===== config.mk =====
export PLATFORM = sky130hd
export DESIGN_NAME = string_modifier_stream_top
export DESIGN_NICKNAME = d
export VERILOG_FILES = /design/src/rtl/core/sms_pkg.sv /design/src/rtl/core/sms_front.sv /design/src/rtl/core/sms_fifo.sv /design/src/rtl/core/sms_back.sv /design/src/rtl/core/string_modifier_stream_top.sv
export SDC_FILE = /design/constraint.sdc
export NUM_CORES = 1
export LEC_CHECK = 0
export BUFFER_PORTS_ARGS = -buffer_cell sky130_fd_sc_hd__buf_2
export CAP_MARGIN = 0
export CORE_MARGIN = 10
export CORE_UTILIZATION = 35
export CTS_BUF_LIST = sky130_fd_sc_hd__clkbuf_8
export CTS_CLUSTER_SIZE = 10
export DETAILED_ROUTE_END_ITERATION = 7
export PLACE_DENSITY = 0.49
export SYNTH_ARGS = -nofsm -noshare
export SYNTH_HDL_FRONTEND = slang
export SYNTH_SLANG_ARGS = --single-unit

===== constraint.sdc =====
create_clock -name clk -period 12.8 [get_ports clk]
set_clock_uncertainty 0.15 [all_clocks]
set_input_delay 0.64 -clock clk [delete_from_list [all_inputs] [get_ports clk]]
set_output_delay 0.64 -clock clk [all_outputs]
set_load 0.01 [all_outputs]

===== src/rtl/core/sms_pkg.sv =====
// ----------------------------------------------------------------------------
// sms_pkg
// Types, character codes and small byte helpers shared by the string
// modifier stream modules.
// ----------------------------------------------------------------------------
`default_nettype none

package sms_pkg;

  // configuration register indexes
  localparam logic [2:0] REG_CASE_MODE  = 3'd0;
  localparam logic [2:0] REG_FIRST_MODE = 3'd1;
  localparam logic [2:0] REG_QUOTE_MODE = 3'd2;
  localparam logic [2:0] REG_URL_ENCODE = 3'd3;
  localparam logic [2:0] REG_LENGTH_ON  = 3'd4;

  localparam int CFG_ADDR_W = 3;
  localparam int CFG_DATA_W = 2;

  // mode codes
  localparam logic [1:0] CASE_LOWER  = 2'd1;
  localparam logic [1:0] CASE_UPPER  = 2'd2;
  localparam logic [1:0] FIRST_LOWER = 2'd1;
  localparam logic [1:0] FIRST_UPPER = 2'd2;
  localparam logic [1:0] FIRST_BOTH  = 2'd3;
  localparam logic [1:0] QUOTE_NONE  = 2'd0;
  localparam logic [1:0] QUOTE_WILD  = 2'd1;

  // character codes
  localparam logic [7:0] CH_BACKSLASH = 8'h5C;
  localparam logic [7:0] CH_PERCENT   = 8'h25;
  localparam logic [7:0] CH_ZERO      = 8'h30;
  localparam logic [7:0] CH_TILDE     = 8'h7E;
  localparam logic [7:0] CH_UNDERLINE = 8'h5F;
  localparam logic [7:0] CH_DASH      = 8'h2D;
  localparam logic [7:0] CH_DOT       = 8'h2E;
  localparam logic [7:0] CH_STAR      = 8'h2A;
  localparam logic [7:0] CH_QUESTION  = 8'h3F;
  localparam logic [7:0] CH_CARET     = 8'h5E;
  localparam logic [7:0] CH_DOLLAR    = 8'h24;
  localparam logic [7:0] CH_PLUS      = 8'h2B;
  localparam logic [7:0] CH_LPAREN    = 8'h28;
  localparam logic [7:0] CH_RPAREN    = 8'h29;
  localparam logic [7:0] CH_LBRACKET  = 8'h5B;
  localparam logic [7:0] CH_LBRACE    = 8'h7B;
  localparam logic [7:0] CH_BAR       = 8'h7C;

  localparam int SEQ_MAX = 6;

  typedef struct packed {
    logic [7:0] data_byte;
    logic       is_last;
    logic       is_empty;
  } in_item_t;

  typedef struct packed {
    logic [7:0] out_byte;
    logic       out_last;
  } out_item_t;

  // one queued job: a run of bytes, or a request to print the count
  typedef struct packed {
    logic                      is_count;
    logic                      last;
    logic [2:0]                n;
    logic [SEQ_MAX-1:0][7:0]   seq;
  } entry_t;

  function automatic logic [7:0] to_lower(input logic [7:0] c);
    return (c >= 8'h41 && c <= 8'h5A) ? c + 8'd32 : c;
  endfunction

  function automatic logic [7:0] to_upper(input logic [7:0] c);
    return (c >= 8'h61 && c <= 8'h7A) ? c - 8'd32 : c;
  endfunction

  function automatic logic is_unreserved(input logic [7:0] c);
    return (c >= 8'h41 && c <= 8'h5A) || (c >= 8'h61 && c <= 8'h7A) ||
           (c >= 8'h30 && c <= 8'h39) || c == CH_DASH || c == CH_DOT ||
           c == CH_UNDERLINE || c == CH_TILDE;
  endfunction

  function automatic logic [7:0] hex_upper(input logic [3:0] v);
    return (v < 4'd10) ? {4'h3, v} : 8'h37 + {4'h0, v};
  endfunction

endpackage

`default_nettype wire


===== src/rtl/core/sms_front.sv =====
// ----------------------------------------------------------------------------
// sms_front
// Holds the configuration and the running byte count, applies case,
// quoting and percent-encoding to each accepted byte and queues the result.
// ----------------------------------------------------------------------------
`default_nettype none

module sms_front #(
  parameter int COUNT_DIGITS = 10
) (
  input  wire logic                                clk,
  input  wire logic                                rst,
  input  wire logic                                cfg_we,
  input  wire logic [sms_pkg::CFG_ADDR_W-1:0]      cfg_addr,
  input  wire logic [sms_pkg::CFG_DATA_W-1:0]      cfg_wdata,
  input  wire logic                                in_valid,
  output logic                                     in_ready,
  input  wire sms_pkg::in_item_t                   in_data,
  input  wire logic                                q_full,
  output logic                                     q_push,
  output sms_pkg::entry_t                          q_entry,
  output logic [COUNT_DIGITS-1:0][3:0]             q_digits
);

  logic [1:0] case_mode;
  logic [1:0] first_mode;
  logic [1:0] quote_mode;
  logic       url_encode_on;
  logic       length_on;
  logic       at_first_byte;
  logic [COUNT_DIGITS-1:0][3:0] count_digits;
  logic [COUNT_DIGITS-1:0][3:0] count_next;

  logic       accept;
  logic [7:0] c_case;
  logic [7:0] c_mod;
  logic       quote;
  logic [2:0] bs_len;
  logic [2:0] ch_len;
  logic [2:0][7:0] bs_bytes;
  logic [2:0][7:0] ch_bytes;
  logic [sms_pkg::SEQ_MAX-1:0][7:0] seq;
  logic [2:0] n;
  logic [4:0] sum0;
  logic       carry;

  assign in_ready = !q_full;
  assign accept   = in_valid && in_ready;

  // case modifiers
  always_comb begin
    if (case_mode == sms_pkg::CASE_LOWER) begin
      c_case = sms_pkg::to_lower(in_data.data_byte);
    end else if (case_mode == sms_pkg::CASE_UPPER) begin
      c_case = sms_pkg::to_upper(in_data.data_byte);
    end else begin
      c_case = in_data.data_byte;
    end
    c_mod = c_case;
    if (at_first_byte) begin
      if (first_mode == sms_pkg::FIRST_LOWER || first_mode == sms_pkg::FIRST_BOTH) begin
        c_mod = sms_pkg::to_lower(c_case);
      end else if (first_mode == sms_pkg::FIRST_UPPER) begin
        c_mod = sms_pkg::to_upper(c_case);
      end
    end
  end

  // quoting
  always_comb begin
    quote = 1'b0;
    if (quote_mode != sms_pkg::QUOTE_NONE) begin
      quote = c_mod == sms_pkg::CH_STAR || c_mod == sms_pkg::CH_QUESTION ||
              c_mod == sms_pkg::CH_BACKSLASH;
      if (quote_mode != sms_pkg::QUOTE_WILD) begin
        quote = quote || c_mod == sms_pkg::CH_DOT || c_mod == sms_pkg::CH_CARET ||
                c_mod == sms_pkg::CH_DOLLAR || c_mod == sms_pkg::CH_PLUS ||
                c_mod == sms_pkg::CH_LPAREN || c_mod == sms_pkg::CH_RPAREN ||
                c_mod == sms_pkg::CH_LBRACKET || c_mod == sms_pkg::CH_LBRACE ||
                c_mod == sms_pkg::CH_BAR;
      end
    end
  end

  // byte sequence: optional escape, then the byte, each possibly encoded
  always_comb begin
    if (url_encode_on) begin
      bs_bytes = {sms_pkg::hex_upper(4'hC), sms_pkg::hex_upper(4'h5), sms_pkg::CH_PERCENT};
    end else begin
      bs_bytes = {8'h00, 8'h00, sms_pkg::CH_BACKSLASH};
    end
    bs_len = quote ? (url_encode_on ? 3'd3 : 3'd1) : 3'd0;
    if (url_encode_on && !sms_pkg::is_unreserved(c_mod)) begin
      ch_bytes = {sms_pkg::hex_upper(c_mod[3:0]), sms_pkg::hex_upper(c_mod[7:4]),
                  sms_pkg::CH_PERCENT};
      ch_len   = 3'd3;
    end else begin
      ch_bytes = {8'h00, 8'h00, c_mod};
      ch_len   = 3'd1;
    end
    n = bs_len + ch_len;
    for (int i = 0; i < sms_pkg::SEQ_MAX; i++) begin
      if (3'(i) < bs_len) begin
        seq[i] = bs_bytes[i[1:0]];
      end else begin
        seq[i] = ch_bytes[2'(3'(i) - bs_len)];
      end
    end
  end

  // decimal count plus n, sticking at all nines
  always_comb begin
    sum0  = {1'b0, count_digits[0]} + {2'b00, n};
    carry = sum0 >= 5'd10;
    count_next[0] = carry ? 4'(sum0 - 5'd10) : sum0[3:0];
    for (int i = 1; i < COUNT_DIGITS; i++) begin
      if (carry) begin
        count_next[i] = (count_digits[i] == 4'd9) ? 4'd0 : count_digits[i] + 4'd1;
      end else begin
        count_next[i] = count_digits[i];
      end
      carry = carry && count_digits[i] == 4'd9;
    end
    if (carry) begin
      for (int i = 0; i < COUNT_DIGITS; i++) begin
        count_next[i] = 4'd9;
      end
    end
  end

  always_comb begin
    q_entry.is_count = length_on;
    q_entry.last     = in_data.is_last;
    q_entry.n        = n;
    q_entry.seq      = seq;
    q_digits         = in_data.is_empty ? '0 : count_next;
    if (length_on) begin
      q_push = accept && (in_data.is_empty || in_data.is_last);
    end else begin
      q_push = accept && !in_data.is_empty;
    end
  end

  always_ff @(posedge clk) begin
    if (rst) begin
      case_mode     <= '0;
      first_mode    <= '0;
      quote_mode    <= '0;
      url_encode_on <= 1'b0;
      length_on     <= 1'b0;
      at_first_byte <= 1'b1;
      count_digits  <= '0;
    end else begin
      if (cfg_we) begin
        unique case (cfg_addr)
          sms_pkg::REG_CASE_MODE:  case_mode     <= cfg_wdata;
          sms_pkg::REG_FIRST_MODE: first_mode    <= cfg_wdata;
          sms_pkg::REG_QUOTE_MODE: quote_mode    <= cfg_wdata;
          sms_pkg::REG_URL_ENCODE: url_encode_on <= cfg_wdata[0];
          sms_pkg::REG_LENGTH_ON:  length_on     <= cfg_wdata[0];
          default: ;
        endcase
      end
      if (accept) begin
        if (in_data.is_empty || in_data.is_last) begin
          at_first_byte <= 1'b1;
          count_digits  <= '0;
        end else begin
          at_first_byte <= 1'b0;
          count_digits  <= count_next;
        end
      end
    end
  end

endmodule

`default_nettype wire


===== src/rtl/core/sms_fifo.sv =====
// ----------------------------------------------------------------------------
// sms_fifo
// Two-entry queue between the front and the back.
// ----------------------------------------------------------------------------
`default_nettype none

module sms_fifo #(
  parameter int WIDTH = 64
) (
  input  wire logic             clk,
  input  wire logic             rst,
  input  wire logic             push,
  input  wire logic [WIDTH-1:0] wdata,
  input  wire logic             pop,
  output logic                  full,
  output logic                  not_empty,
  output logic [WIDTH-1:0]      rdata
);

  logic [1:0][WIDTH-1:0] mem;
  logic                  wr_ptr;
  logic                  rd_ptr;
  logic [1:0]            fill;

  assign full      = fill == 2'd2;
  assign not_empty = fill != 2'd0;
  assign rdata     = mem[rd_ptr];

  always_ff @(posedge clk) begin
    if (push) begin
      mem[wr_ptr] <= wdata;
    end
  end

  always_ff @(posedge clk) begin
    if (rst) begin
      wr_ptr <= 1'b0;
      rd_ptr <= 1'b0;
      fill   <= 2'd0;
    end else begin
      if (push) begin
        wr_ptr <= !wr_ptr;
      end
      if (pop) begin
        rd_ptr <= !rd_ptr;
      end
      if (push && !pop) begin
        fill <= fill + 2'd1;
      end else if (pop && !push) begin
        fill <= fill - 2'd1;
      end
    end
  end

endmodule

`default_nettype wire


===== src/rtl/core/sms_back.sv =====
// ----------------------------------------------------------------------------
// sms_back
// Takes queued jobs and sends them out one byte a beat: either the stored
// byte run or the count digits without leading zeros.
// ----------------------------------------------------------------------------
`default_nettype none

module sms_back #(
  parameter int COUNT_DIGITS = 10
) (
  input  wire logic                          clk,
  input  wire logic                          rst,
  input  wire logic                          q_valid,
  input  wire sms_pkg::entry_t               q_entry,
  input  wire logic [COUNT_DIGITS-1:0][3:0]  q_digits,
  output logic                               q_pop,
  output logic                               out_valid,
  input  wire logic                          out_ready,
  output sms_pkg::out_item_t                 out_data
);

  localparam int DW = (COUNT_DIGITS > 1) ? $clog2(COUNT_DIGITS) : 1;

  logic                          w_valid;
  sms_pkg::entry_t               w_entry;
  logic [COUNT_DIGITS-1:0][3:0]  w_digits;
  logic [2:0]                    seq_idx;
  logic [DW-1:0]                 dig_idx;

  logic          can_emit;
  logic          entry_done;
  logic [7:0]    byte_now;
  logic          last_now;
  logic [DW-1:0] top;

  assign can_emit = w_valid && (!out_valid || out_ready);
  assign q_pop    = q_valid && (!w_valid || (can_emit && entry_done));

  always_comb begin
    if (w_entry.is_count) begin
      entry_done = dig_idx == '0;
      byte_now   = sms_pkg::CH_ZERO + {4'h0, w_digits[dig_idx]};
      last_now   = entry_done;
    end else begin
      entry_done = seq_idx == w_entry.n - 3'd1;
      byte_now   = w_entry.seq[seq_idx];
      last_now   = entry_done && w_entry.last;
    end
  end

  // highest non-zero digit of the incoming count
  always_comb begin
    top = '0;
    for (int i = 1; i < COUNT_DIGITS; i++) begin
      if (q_digits[i] != 4'd0) begin
        top = DW'(i);
      end
    end
  end

  always_ff @(posedge clk) begin
    if (rst) begin
      w_valid   <= 1'b0;
      out_valid <= 1'b0;
    end else begin
      if (can_emit) begin
        out_valid         <= 1'b1;
        out_data.out_byte <= byte_now;
        out_data.out_last <= last_now;
        if (!entry_done) begin
          seq_idx <= seq_idx + 3'd1;
          dig_idx <= dig_idx - DW'(1);
        end
      end else if (out_ready) begin
        out_valid <= 1'b0;
      end
      if (q_pop) begin
        w_valid  <= 1'b1;
        w_entry  <= q_entry;
        w_digits <= q_digits;
        seq_idx  <= 3'd0;
        dig_idx  <= top;
      end else if (can_emit && entry_done) begin
        w_valid <= 1'b0;
      end
    end
  end

endmodule

`default_nettype wire


===== src/rtl/core/string_modifier_stream_top.sv =====
// ----------------------------------------------------------------------------
// string_modifier_stream_top
// Applies case, first-byte case, quoting, percent-encoding and length
// modifiers to a byte stream.
//
//   channel   direction  handshake            beat
//   in        input      in_valid/in_ready    one string byte or empty mark
//   out       output     out_valid/out_ready  one result byte
//   cfg       input      cfg_we               one register write
//
// A byte is taken every cycle while the two-entry queue has room; the back
// sends one result beat a cycle while out_ready is high; a byte makes 1 to
// 6 beats and a count printout 1 to COUNT_DIGITS beats. A first beat passes
// the queue, the back's job register and the output register, which holds
// a beat while out_ready is low; the front accepts until the queue fills.
// Reset clears the registers, the count and the queue; no clearing pass.
// ----------------------------------------------------------------------------
`default_nettype none

module string_modifier_stream_top #(
  parameter int COUNT_DIGITS = 10
) (
  input  wire logic                            clk,
  input  wire logic                            rst,
  input  wire logic                            cfg_we,
  input  wire logic [sms_pkg::CFG_ADDR_W-1:0]  cfg_addr,
  input  wire logic [sms_pkg::CFG_DATA_W-1:0]  cfg_wdata,
  input  wire logic                            in_valid,
  output logic                                 in_ready,
  input  wire sms_pkg::in_item_t               in_data,
  output logic                                 out_valid,
  input  wire logic                            out_ready,
  output sms_pkg::out_item_t                   out_data
);

  localparam int EW = $bits(sms_pkg::entry_t);
  localparam int QW = EW + 4 * COUNT_DIGITS;

  logic                          q_full;
  logic                          q_push;
  logic                          q_pop;
  logic                          q_valid;
  sms_pkg::entry_t               f_entry;
  logic [COUNT_DIGITS-1:0][3:0]  f_digits;
  logic [QW-1:0]                 q_rdata;
  sms_pkg::entry_t               b_entry;
  logic [COUNT_DIGITS-1:0][3:0]  b_digits;

  sms_front #(.COUNT_DIGITS(COUNT_DIGITS)) u_front (
    .clk       (clk),
    .rst       (rst),
    .cfg_we    (cfg_we),
    .cfg_addr  (cfg_addr),
    .cfg_wdata (cfg_wdata),
    .in_valid  (in_valid),
    .in_ready  (in_ready),
    .in_data   (in_data),
    .q_full    (q_full),
    .q_push    (q_push),
    .q_entry   (f_entry),
    .q_digits  (f_digits)
  );

  sms_fifo #(.WIDTH(QW)) u_fifo (
    .clk       (clk),
    .rst       (rst),
    .push      (q_push),
    .wdata     ({f_entry, f_digits}),
    .pop       (q_pop),
    .full      (q_full),
    .not_empty (q_valid),
    .rdata     (q_rdata)
  );

  assign b_entry  = q_rdata[QW-1 -: EW];
  assign b_digits = q_rdata[4*COUNT_DIGITS-1:0];

  sms_back #(.COUNT_DIGITS(COUNT_DIGITS)) u_back (
    .clk       (clk),
    .rst       (rst),
    .q_valid   (q_valid),
    .q_entry   (b_entry),
    .q_digits  (b_digits),
    .q_pop     (q_pop),
    .out_valid (out_valid),
    .out_ready (out_ready),
    .out_data  (out_data)
  );

endmodule

`default_nettype wire

== After elaboration in Yosys (flattened, before gate mapping) ==
Index checks and enable logic that the tools add are counted.

* Muxes and demuxes: 92
* $lt $le $gt $ge: 34
* Equal/unequal tests: 37
* Add/sub/neg operators: 30
* Bitwise operators: 1
* Reduce and logical (&&, ||, !) cells: 82

{| class="wikitable"
|+ Operator list
! kind !! count
|-
| 93-bit 2-to-1 mux || 3
|-
| 8-bit 2-to-1 mux || 25
|-
| 186-bit bitwise mux || 1
|-
| 40-bit 2-to-1 mux || 3
|-
| 4-bit 2-to-1 mux || 25
|-
| 8-bit binary-select mux with 2-bit select || 6
|-
| 93-bit demux with 1-bit select || 1
|-
| 8-bit by 6-bit equality test with 1-bit output, second input constant || 8
|-
| 8-bit by 7-bit equality test with 1-bit output, second input constant || 7
|-
| 8-bit by 7-bit greater-or-equal comparator with 1-bit output, second input constant || 6
|-
| 8-bit by 7-bit less-or-equal comparator with 1-bit output, second input constant || 6
|-
| 4-bit by 1-bit adder with 4-bit output, second input constant || 9
|-
| 4-bit equality test, second input constant || 9
|-
| 4-bit nonzero test || 9
|-
| 1-bit logical AND || 27
|-
| 8-bit binary-select mux with 3-bit select || 1
|-
| 24-bit 2-to-1 mux || 1
|-
| 23-bit 2-to-1 mux || 1
|-
| 6-bit by 4-bit adder with 7-bit output, first input constant || 3
|-
| 1-bit logical OR || 21
|-
| 2-bit by 3-bit < comparator with 1-bit output, second input constant || 6
|-
| 3-bit 2-to-1 mux || 6
|-
| 8-bit by 6-bit adder with 8-bit output, second input constant || 2
|-
| 4-bit binary-select mux with 4-bit select || 1
|-
| other kinds (39) || 89
|}

* Register bits after elaboration: 350
* Logic and storage cells: 322

== Depth between registers and ports, before layout ==
Gate-level depths: netlist of run 1.

* Word-level depth: 41
* Gate-level depth with buffers: 32
* Mapped depth without buffers: 29

== Cells and area by module ==
A second synthesis of run 1 with hierarchy kept.

* Cells, all modules: 1,299
* Area total of the unflattened synthesis: 16,534.6 µm²

{| class="wikitable"
|+ Modules (own cells, without submodules)
! module !! area each (µm²) !! cells each !! seq. area each (µm²) !! instances
|-
| sms_fifo || 6,906.6 || 309 || 5,665.4 || 1
|-
| sms_front || 5,089.9 || 749 || 980.9 || 1
|-
| sms_back || 4,538.1 || 241 || 3,313.2 || 1
|}

== Worst setup path after synthesis of run 1 ==
No wires, ideal clock.

* Path type: input to register
* Start: input in_data[2] in the netlist's numbering
* End: register u_fifo.mem[124] in the netlist's numbering, data pin
* Slack: 5.205 ns
* Arrival: 7.281 ns
* Path buffers: 4
* Stages on the path: 30
* Required time: 12.487 ns
* Cell sequence: inv_1 > ha_1 > nor3b_1 > a2111o_1 > or4b_1 > o311a_1 > ha_1 > and3_1 > o21a_1 > nand4_1 > mux2i_1 > or2_1 > buf_4 > a311oi_2 > o311a_4 > inv_4 > buf_2 > ha_1 > fa_1 > xnor2_1 > ha_1 > inv_1 > a31oi_1 > o21a_1 > nor4_1 > nand4_1 > or2_2 > clkbuf_1 > buf_1 > a31oi_1

{| class="wikitable"
|+ RTL lines
! item !! line !! source
|-
| start: declaration || string_modifier_stream_top.sv:30 || <nowiki>input wire sms_pkg::in_item_t in_data,</nowiki>
|-
| end signal: indexed assignment || sms_fifo.sv:31 || <nowiki>mem[wr_ptr] <= wdata;</nowiki>
|-
| end: declaration || sms_fifo.sv:20 || <nowiki>logic [1:0][WIDTH-1:0] mem;</nowiki>
|}

==> metrics.cfg, run 1 <==
[sta]
relSlewSlack_pct = 32.51
slew_violations = 0
fmax_mhz = 124.7
worst_pin_slew_ps = 1010
period_needed_ps = 8016
fin_setup_tns_ps = 0
period_share_pct = 62.63
setup_viol = 0
grt_setup_unrepaired = false
hold_violations = 0

[synth]
synth.ff_latch_count = 347
ys_top_cells_by_area = edfxtp_1 (55%), mux2_2 (7.0%), dfxtp_1 (6.9%), a21oi_1 (3.0%), nor2_1 (2.5%)
async_flop_share_pct = 0
synth_top_flop_cell = edfxtp_1
ys_types = 88
avgSynthCellArea_um2 = 12.74
synth_top_area_share_pct = 54.77
synth_edf_count = 292
syn_inst = 1257
synth_largest_area_cell = edfxtp_1
synth_warnings = 0
syn_area_um2 = 16010
seq_area_frac_synth_pct = 61.65

[placed_design]
dp.final_hpwl_um = 24650
place_congestion = 0.8683
io_buffers = 30

[global_routing]
antenna_found_initial = 2
track_usage_pct = 13.76
grt-ovfl-total = 0
grt_pass1_vias = 9802
grt_pass1_wl_um = 58250
grt_max_degree = 63

[die]
start_util_pct = 35.35
die_h_um = 233.9
row_count = 78
io_pins = 31
dieWidth_um = 233.9
core_area_um2 = 45280
dieArea_um2 = 54700

[clock_network]
cts_root_buf = clkbuf_8
cts_buffer_depth = 3
cts.sinks = 347
clk_pin_slew_ps = 60
htreeDepth = 2
postCtsSetupRepairBufs = 0
cts_made_buffers = 57
cts_tree = yes
post_cts_resized = 0
holdBufCountCts = 0
clk_latency_ps = 640

[detailed_routing]
firstDrtPassIters = 7
drc = 0
ant_nets = 0
wl_per_cell_um = 19.25
via_count = 9965
drt_wl_total_um = 37320
post_drt_via_cell_ratio = 5.139
initialDrtViolationCount = 739

[critical_path]
cp.arrival_ps = 8220
cpPeakStageDelay_ps = 610
cp.required_ps = 13010
r2r-start = u_front.case_mode[0]
start_kind = primary input
critPathKind = primary input to flop
cpMostUsedCell = ha_1
cp-startpoint = in_data[3]
cp_max_fo = 17
crit_slowest_cell = nor4_2
worst_setup_path_end_kind = flop

[cells_and_area]
final_util_pct = 39.18
nets = 1339
drive_gt1_share_pct = 18.89
n_antenna_cell = 0
area_growth_pct = 10.82

[min_path]
hp-start = cfg_wdata[1]
hp-class = primary input to flop

[run]
cap_violations = 0

[power_and_ir_drop]
p_leak_uw = 0.006028
ir_worst_vdd_uv = 79.61
powerDensity_nw_per_um2 = 161.9

[outcome]
status = finished clean

## report_power, final
part	total, µW	switching [µW]	leakage [µW]	internal [µW]
Clock	833	424	0.000594	409
Combinational	537	301	0.00228	236
Sequential	1500	85.5	0.00315	1420
Total	2870	810	0.00603	2060
## final cells by class
| type | instances | area [µm²] |
|---|---|---|
| timing repair buffer | 45 | 262.8 |
| tap | 600 | 750.7 |
| clock inverter | 42 | 167.7 |
| clock buffer | 57 | 784.5 |
| multi-input combinational | 816 | 5777 |
| inverter | 32 | 125.1 |
| sequential | 347 | 9873 |
| fill | 4343 | 27540 |
## sequential cells by signal, summed over array words and instances, names as in the netlist
register / count
u_fifo.rd_ptr: 1
u_front.case_mode: 2
u_fifo.wr_ptr: 1
u_back.seq_idx: 3
u_back.out_data: 9
u_front.count_digits: 40
u_fifo.mem: 184
u_back.out_valid: 1
u_back.w_entry: 52
u_fifo.fill: 2
u_front.quote_mode: 2
u_back.w_valid: 1
u_front.url_encode_on: 1
u_front.length_on: 1
u_back.dig_idx: 4
u_back.w_digits: 40
u_front.at_first_byte: 1
u_front.first_mode: 2
## cell families after synthesis
group | Yosys count | synth area share, %
AO/OA/AOI/OAI | 266 | 10.57
flip-flops | 347 | 61.65
other | 1 | 0.02342
XOR/XNOR | 31 | 1.696
AND/OR/NAND/NOR | 357 | 11.45
multiplexers | 136 | 10.46
adder cells (fa/ha/maj) | 20 | 1.610
buffers and inverters | 99 | 2.540
## worst max-delay path, delay by kind of cell
family / cells / cell delay (ps)
AND/OR/NAND/NOR: 10 / 2780
buffers and inverters: 3 / 430
AO/OA/AOI/OAI: 11 / 2980
XOR/XNOR: 1 / 190
adder cells (fa/ha/maj): 4 / 1200
## stage by stage
| stage | cell area (µm²) | hold slack, ps | setup WS (ps) | std cells | total power [µW] |
|---|---|---|---|---|---|
| 3_3_place_gp | 16790 | 304.7 | 4423 | 1840 | 2071 |
| 5_1_grt | 17740 | 125.9 | 4098 | 1939 | 3024 |
| 3_5_place_dp | 16790 | 307.1 | 4213 | 1840 | 2075 |
| 4_1_cts | 17740 | 100.1 | 4913 | 1939 | 2921 |
| 6_report | 17740 | 150.4 | 4784 | 1939 | 2872 |
| 2_1_floorplan | 16030 | 290.0 | 5205 | 1262 | 1896 |
## cells in the final DEF, fill, tap and decap left out, types with 12 or more instances in the layout
cell type	synthesis	layout
mux2_2	100	100
xnor2_1	18	18
inv_1	29	60
nand2b_1	13	13
nor3_1	26	25
nand3_1	30	30
buf_2	3	30
a22oi_1	12	12
xor2_1	13	13
or3_1	12	12
and2_1	13	13
dfxtp_1	55	54
edfxtp_1	292	292
clkbuf_8	0	57
a21oi_1	95	95
o21ai_0	76	75
nor2_1	105	104
ha_1	19	19
nor2b_1	21	20
mux4_2	15	15
nand2_1	64	64
mux2i_1	21	21
buf_4	3	15
## synthesized netlist by cell type, types with 9 or more instances
master      n
dfxtp_1    55
inv_1      29
xnor2_1    18
nor3_1     26
clkbuf_1   52
xor2_1     13
a22oi_1    12
edfxtp_1  292
nand4_1     9
a21oi_1    95
nor3b_1     9
mux2i_1    21
or4_1      10
mux2_2    100
and2_1     13
ha_1       19
or3_1      12
nand3_1    30
mux4_2     15
nand2b_1   13
nand2_1    64
nor2b_1    21
nor2_1    105
o21ai_0    76
## final timing paths
check	endpoint	slack [ps]	depth (start not counted)
hold reg to reg	u_front.count_digits[0]	310	2
setup reg to reg	u_fifo.mem[35]	5060	26
setup / recovery	u_fifo.mem[35]	4780	29
hold / removal	u_front.quote_mode[1]	150	3
## routing by layer
layer	GRT usage, %	routed length, µm	up-vias
met2	19.56	15740	199
li1	-	-	4831
met5	0	0	-
met1	20.55	19050	4871
met4	4.092	686	0
met3	2.913	1843	64
Note: power is estimated with default switching activity, not from simulation.
==> run 2, diff against run 1 <==
- clock period: 12.8 -> 8.4 ns (I/O delays scaled with it)
==> metrics.cfg, run 2 (synthesis gave the netlist of run 1 again) <==
[placed_design]
dp.final_hpwl_um = 25040  ; +1.6%
io_buffers = 30  ; unchanged
dp_slack_ps = 513.8  ; -3700 ps
place_congestion = 0.8370  ; -3.6%

[power_and_ir_drop]
p_sw_uw = 1292  ; +59%
p_int_uw = 3272  ; +59%
powerDensity_nw_per_um2 = 252.8  ; +56%
finalPower_uw = 4564  ; +59%
ir_worst_vdd_uv = 104.6  ; +31%
p_leak_uw = 0.006131  ; +1.7%
p_clk_share_pct = 31.7  ; +2.7 points
p_comb_share_pct = 18.5  ; -0.2 points
sw_frac_of_total_pct = 28.31  ; +0.092 points
p_seq_share_pct = 49.8  ; -2.5 points

[detailed_routing]
drt_wl_total_um = 38570  ; +3.4%
drc = 0  ; unchanged
via_count = 10159  ; +1.9%
initialDrtViolationCount = 831  ; +12%
post_drt_via_cell_ratio = 5.173  ; +0.65%
wl_per_cell_um = 19.64  ; +2.0%
ant_nets = 0  ; unchanged
firstDrtPassIters = 5  ; -2

[clock_network]
post_cts_resized = 0  ; unchanged
htreeDepth = 2  ; unchanged
cts.sinks = 347  ; unchanged
clk_pin_slew_ps = 60  ; about the same
cts_buffer_depth = 3  ; unchanged
clk_latency_ps = 670  ; +30 ps
cts_root_buf = clkbuf_8
postCtsSetupRepairBufs = 0  ; unchanged
holdBufCountCts = 12  ; +12
cts_made_buffers = 58  ; +1.8%
cts_tree = yes

[global_routing]
grt-ovfl-total = 0  ; unchanged
grt_pass1_wl_um = 59950  ; +2.9%
grt_pass1_vias = 9966  ; +1.7%
grt_max_degree = 62  ; -1.6%
antenna_found_initial = 0  ; -2
track_usage_pct = 14.17  ; +0.41 points

[outcome]
status = finished clean

[die]
io_pins = 31  ; unchanged
die_h_um = 233.9  ; unchanged
core_area_um2 = 45280  ; unchanged
dieArea_um2 = 54700  ; unchanged
start_util_pct = 35.35  ; unchanged
row_count = 78  ; unchanged
dieWidth_um = 233.9  ; unchanged

[cells_and_area]
layout_commonest_cell = edfxtp_1
top_regs = u_fifo.mem: 184 flops, u_back.w_entry: 52 flops
largest_register = u_fifo.mem
nets = 1357  ; +1.3%
largest_reg_flops = 184  ; unchanged
area_growth_pct = 12.79
layout_common_cells = edfxtp_1 (292), nor2_1 (104), mux2_2 (100)
n_antenna_cell = 0  ; unchanged
drive_gt1_share_pct = 19.87  ; +0.97 points

[critical_path]
cpMostUsedCell = ha_1
cp_max_fo = 17  ; unchanged
cpPeakStageDelay_ps = 510  ; -100 ps
crit_slowest_cell = o311a_4
cp.arrival_ps = 7480  ; -740 ps
worst_setup_path_end_kind = flop
cp.required_ps = 8630  ; -4380 ps
start_kind = primary input
critPathKind = primary input to flop

[sta]
timing.final.ws_setup_ps = 1152  ; -3632 ps
period_needed_ps = 7248
hold_ws_ps = 91.64  ; -58.72 ps
fmax_mhz = 138.0
hold_violations = 0  ; unchanged
fin_setup_tns_ps = 0  ; unchanged
grt_setup_unrepaired = false
slew_violations = 0  ; unchanged
period_share_pct = 86.29
relSlewSlack_pct = 23.86  ; -8.7 points
worst_pin_slew_ps = 1142  ; +132.2 ps
setup_viol = 0  ; unchanged

[run]
cap_violations = 0  ; unchanged

[min_path]
hp-class = primary input to flop

==> run 2: changes by cell type in the layout (fill, tap and decap cells not counted), sizes merged <==
cell | before | now
dlygate4sd3 | 0 | 12
clkinv | 10 | 29
bufinv | 0 | 3
buf | 45 | 50
clkbuf | 57 | 59
clkinvlp | 2 | 1
inv | 62 | 47
==> run 2: per-layer routing <==
layer	routed length, µm	global-route usage (%)	vias up	part of all wire, %
met5	0	0	-	0
met4	719	3.830	0	1.9
met3	2257	3.106	58	5.9
met2	16300	19.86	239	42
met1	19290	21.48	4978	50
li1	-	-	4884	-
==> run 2: cell type report <==
class                   instances  area (µm²)
well taps                     600       750.7
multi-input cells             816        5777
clock inverters                48       297.8
inverters                      32       125.1
fillers                      4318       27230
clock buffers                  59       812.0
repair buffers                 62       420.4
flip-flops and latches        347        9873
==> run 2: final timing paths <==
check | endpoint | depth (start not counted) | from | slack, ps
worst max-delay path | u_fifo.mem[128] | 30 | in_data[3] | 1150
worst min-delay path | u_fifo.mem[157] | 3 | in_data[2] | 90
worst max register to register | u_fifo.mem[128] | 27 | u_front.case_mode[0] | 1190
worst min register to register | u_front.count_digits[0] | 2 | u_front.count_digits[0] | 310
==> run 2: power by group through the flow <==
stage | combinational [µW] | clock [µW] | sequential (µW)
2_1_floorplan | 627 | 0 | 2260
3_3_place_gp | 856 | 0 | 2310
3_5_place_dp | 855 | 0 | 2310
4_1_cts | 865 | 1500 | 2280
5_1_grt | 924 | 1570 | 2300
6_report | 844 | 1450 | 2270
==> run 2: critical path, delay by kind of cell <==
kind | cells | cell delay, ps
buf+inv | 4 | 600
xor+xnor | 1 | 180
compound gates | 11 | 2720
simple gates | 10 | 2330
fa+ha+maj | 4 | 1190
==> run 2: per-stage QoR <==
stage | util [%] | instance area, µm² | cells
floorplan | - | 16030 | 1262
global placement | 37.16 | 16830 | 1845
detailed placement | 37.16 | 16830 | 1845
CTS | 39.87 | 18060 | 1964
global route | 39.87 | 18060 | 1964
finish | 39.87 | 18060 | 1964
==> run 3, diff against run 2 <==
- HOLD_SLACK_MARGIN: unset -> 0.1
- PLACE_DENSITY: 0.49 -> unset
==> metrics.cfg, run 3 (synthesis gave the netlist of run 1 again) <==
[sta]
worst_pin_slew_ps = 1163  ; +20.38 ps
fin_setup_tns_ps = 0  ; unchanged
hold_violations = 0  ; unchanged
relSlewSlack_pct = 22.50  ; -1.4 points
slew_violations = 0  ; unchanged
setup_viol = 0  ; unchanged
fmax_mhz = 136.7  ; -0.91%
period_needed_ps = 7314  ; +66.23 ps
grt_setup_unrepaired = false
period_share_pct = 87.07  ; +0.79 points

[clock_network]
post_cts_resized = 0  ; unchanged
cts_made_buffers = 52  ; -10%
cts_root_buf = clkbuf_8
cts.sinks = 347  ; unchanged
htreeDepth = 2  ; unchanged
clk_pin_slew_ps = 60  ; about the same
cts_tree = yes
cts_buffer_depth = 3  ; unchanged
clk_latency_ps = 620  ; -50 ps

[critical_path]
cpPeakStageDelay_ps = 510  ; about the same
critical_path.top_delay_family = compound AO/OA/AOI/OAI gates
r2r-end = u_fifo.mem[116]
cp-startpoint = in_data[2]
critPathKind = primary input to flop
cpMostUsedCell = ha_1
cp.arrival_ps = 7520  ; +40 ps
r2r-start = u_front.case_mode[0]
worst_setup_path_end_kind = flop
crit_slowest_cell = o311a_4
reg2reg_slack_ps = 1260  ; +70 ps
critPathBufInv = 4  ; unchanged
cp.required_ps = 8600  ; -30 ps
start_kind = primary input
rr_worst_depth = 26  ; -3.7%
cp_max_fo = 17  ; unchanged

[global_routing]
grt-ovfl-total = 0  ; unchanged
grt_pass1_wl_um = 56800  ; -5.2%
grt_pass1_vias = 9903  ; -0.63%
track_usage_pct = 13.13  ; -1.0 points
grt_busiest_layer = met2
grt_use_met3_pct = 2.308  ; -0.80 points
use_met1_pct = 18.45  ; -3.0 points
grt_max_degree = 72  ; +16%
antenna_found_initial = 1  ; +1
grtUsageMet2_pct = 20.10  ; +0.24 points

[min_path]
holdPathEnd = u_front.first_mode[0]
hp-start = cfg_addr[2]
hp-class = primary input to flop
hold_path_depth = 4  ; +1

[detailed_routing]
initialDrtViolationCount = 746  ; -10%
drc = 0  ; unchanged
drt_wl_total_um = 36090  ; -6.4%
firstDrtPassIters = 5  ; unchanged
via_count = 10141  ; -0.18%
post_drt_via_cell_ratio = 5.201  ; +0.54%
ant_nets = 0  ; unchanged
wl_per_cell_um = 18.51  ; -5.8%

[cells_and_area]
layout_common_cells = edfxtp_1 (292), nor2_1 (104), mux2_2 (100)
area_growth_pct = 11.98
layout_commonest_cell = edfxtp_1
largest_register = u_fifo.mem
nets = 1345  ; -0.88%
top_regs = u_fifo.mem: 184 flops, u_back.w_entry: 52 flops
largest_reg_flops = 184  ; unchanged
fin_cells = 1950  ; -0.71%
drive_gt1_share_pct = 19.42  ; -0.45 points

[power_and_ir_drop]
sw_frac_of_total_pct = 27.71  ; -0.59 points
ir_worst_vdd_uv = 110.9  ; +6.0%
p_clk_share_pct = 30.7  ; -1.0 points
powerDensity_nw_per_um2 = 249.1  ; -1.5%
p_comb_share_pct = 18.2  ; -0.3 points
p_int_uw = 3228  ; -1.4%
p_sw_uw = 1237  ; -4.2%
p_leak_uw = 0.006069  ; -1.0%
p_seq_share_pct = 51.1  ; +1.3 points

[die]
start_util_pct = 35.35  ; unchanged
die_h_um = 233.9  ; unchanged
row_count = 78  ; unchanged
core_area_um2 = 45280  ; unchanged
dieWidth_um = 233.9  ; unchanged
io_pins = 31  ; unchanged
dieArea_um2 = 54700  ; unchanged

[placed_design]
dp.final_hpwl_um = 23660  ; -5.5%
io_buffers = 30  ; unchanged
dpl.cell_count = 1843  ; -0.11%
place_congestion = 0.8487  ; +1.4%

[run]
cap_violations = 0  ; unchanged

[outcome]
status = finished clean

[run 3: worst max path at each step]
stage,end,slack [ps],cells past startpoint
2_1_floorplan,u_fifo.mem[124],1030,30
3_3_place_gp,u_front.count_digits[34],800,30
3_5_place_dp,u_front.count_digits[34],510,30
4_1_cts,u_front.count_digits[34],1150,30
5_1_grt,u_front.count_digits[34],370,30
6_report,u_fifo.mem[116],1090,29
[run 3: area by class of cell]
class / instances / area [µm²]
fill: 4274 / 27360
sequential: 347 / 9873
multi-input combinational: 816 / 5777
tap: 600 / 750.7
clock buffer: 52 / 715.7
timing repair buffer: 56 / 365.4
clock inverter: 46 / 317.8
inverter: 32 / 125.1
antenna: 1 / 2.502
[run 3: layer usage]
| metal | share of wire, % | wire length [µm] | vias to the layer above |
|---|---|---|---|
| li1 | - | - | 4853 |
| met1 | 47 | 17130 | 4930 |
| met2 | 45 | 16200 | 290 |
| met3 | 5.1 | 1832 | 68 |
| met4 | 2.6 | 928 | 0 |
| met5 | 0 | 0 | - |
[run 3: through the flow]
stage / hold WS (ps) / util (%) / setup WS (ps) / cell area (µm²) / total power (µW)
4_1_cts: 100.5 / 39.58 / 1155 / 17920 / 4526
5_1_grt: 116.3 / 39.59 / 373.1 / 17930 / 4691
6_report: 142.3 / 39.59 / 1086 / 17930 / 4465
3_3_place_gp: 307.3 / 37.12 / 799.0 / 16810 / 3125
2_1_floorplan: 290.0 / - / 1025 / 16030 / 2888
3_5_place_dp: 316.7 / 37.12 / 505.9 / 16810 / 3142
[run 3: timing repair]
action | CTS | global route
buffers inserted | 0 | 0
hold buffers | 8 | 0
endpoints found under the hold margin | 11 | 0
endpoints found under the setup margin | 0 | 0
[run 3: power by group through the flow]
stage	Sequential, µW	Clock [µW]	Combinational [µW]
after CTS	2290	1410	828
after global placement	2310	0	812
after global routing	2310	1490	894
after detailed placement	2320	0	820
final	2280	1370	812
after floorplan	2260	0	627
[run 3: worst min-delay path, cell delays in order]
cell	delay (ps)
buf_2	120
nor4bb_1	100
mux2i_1	130
nor2_1	70
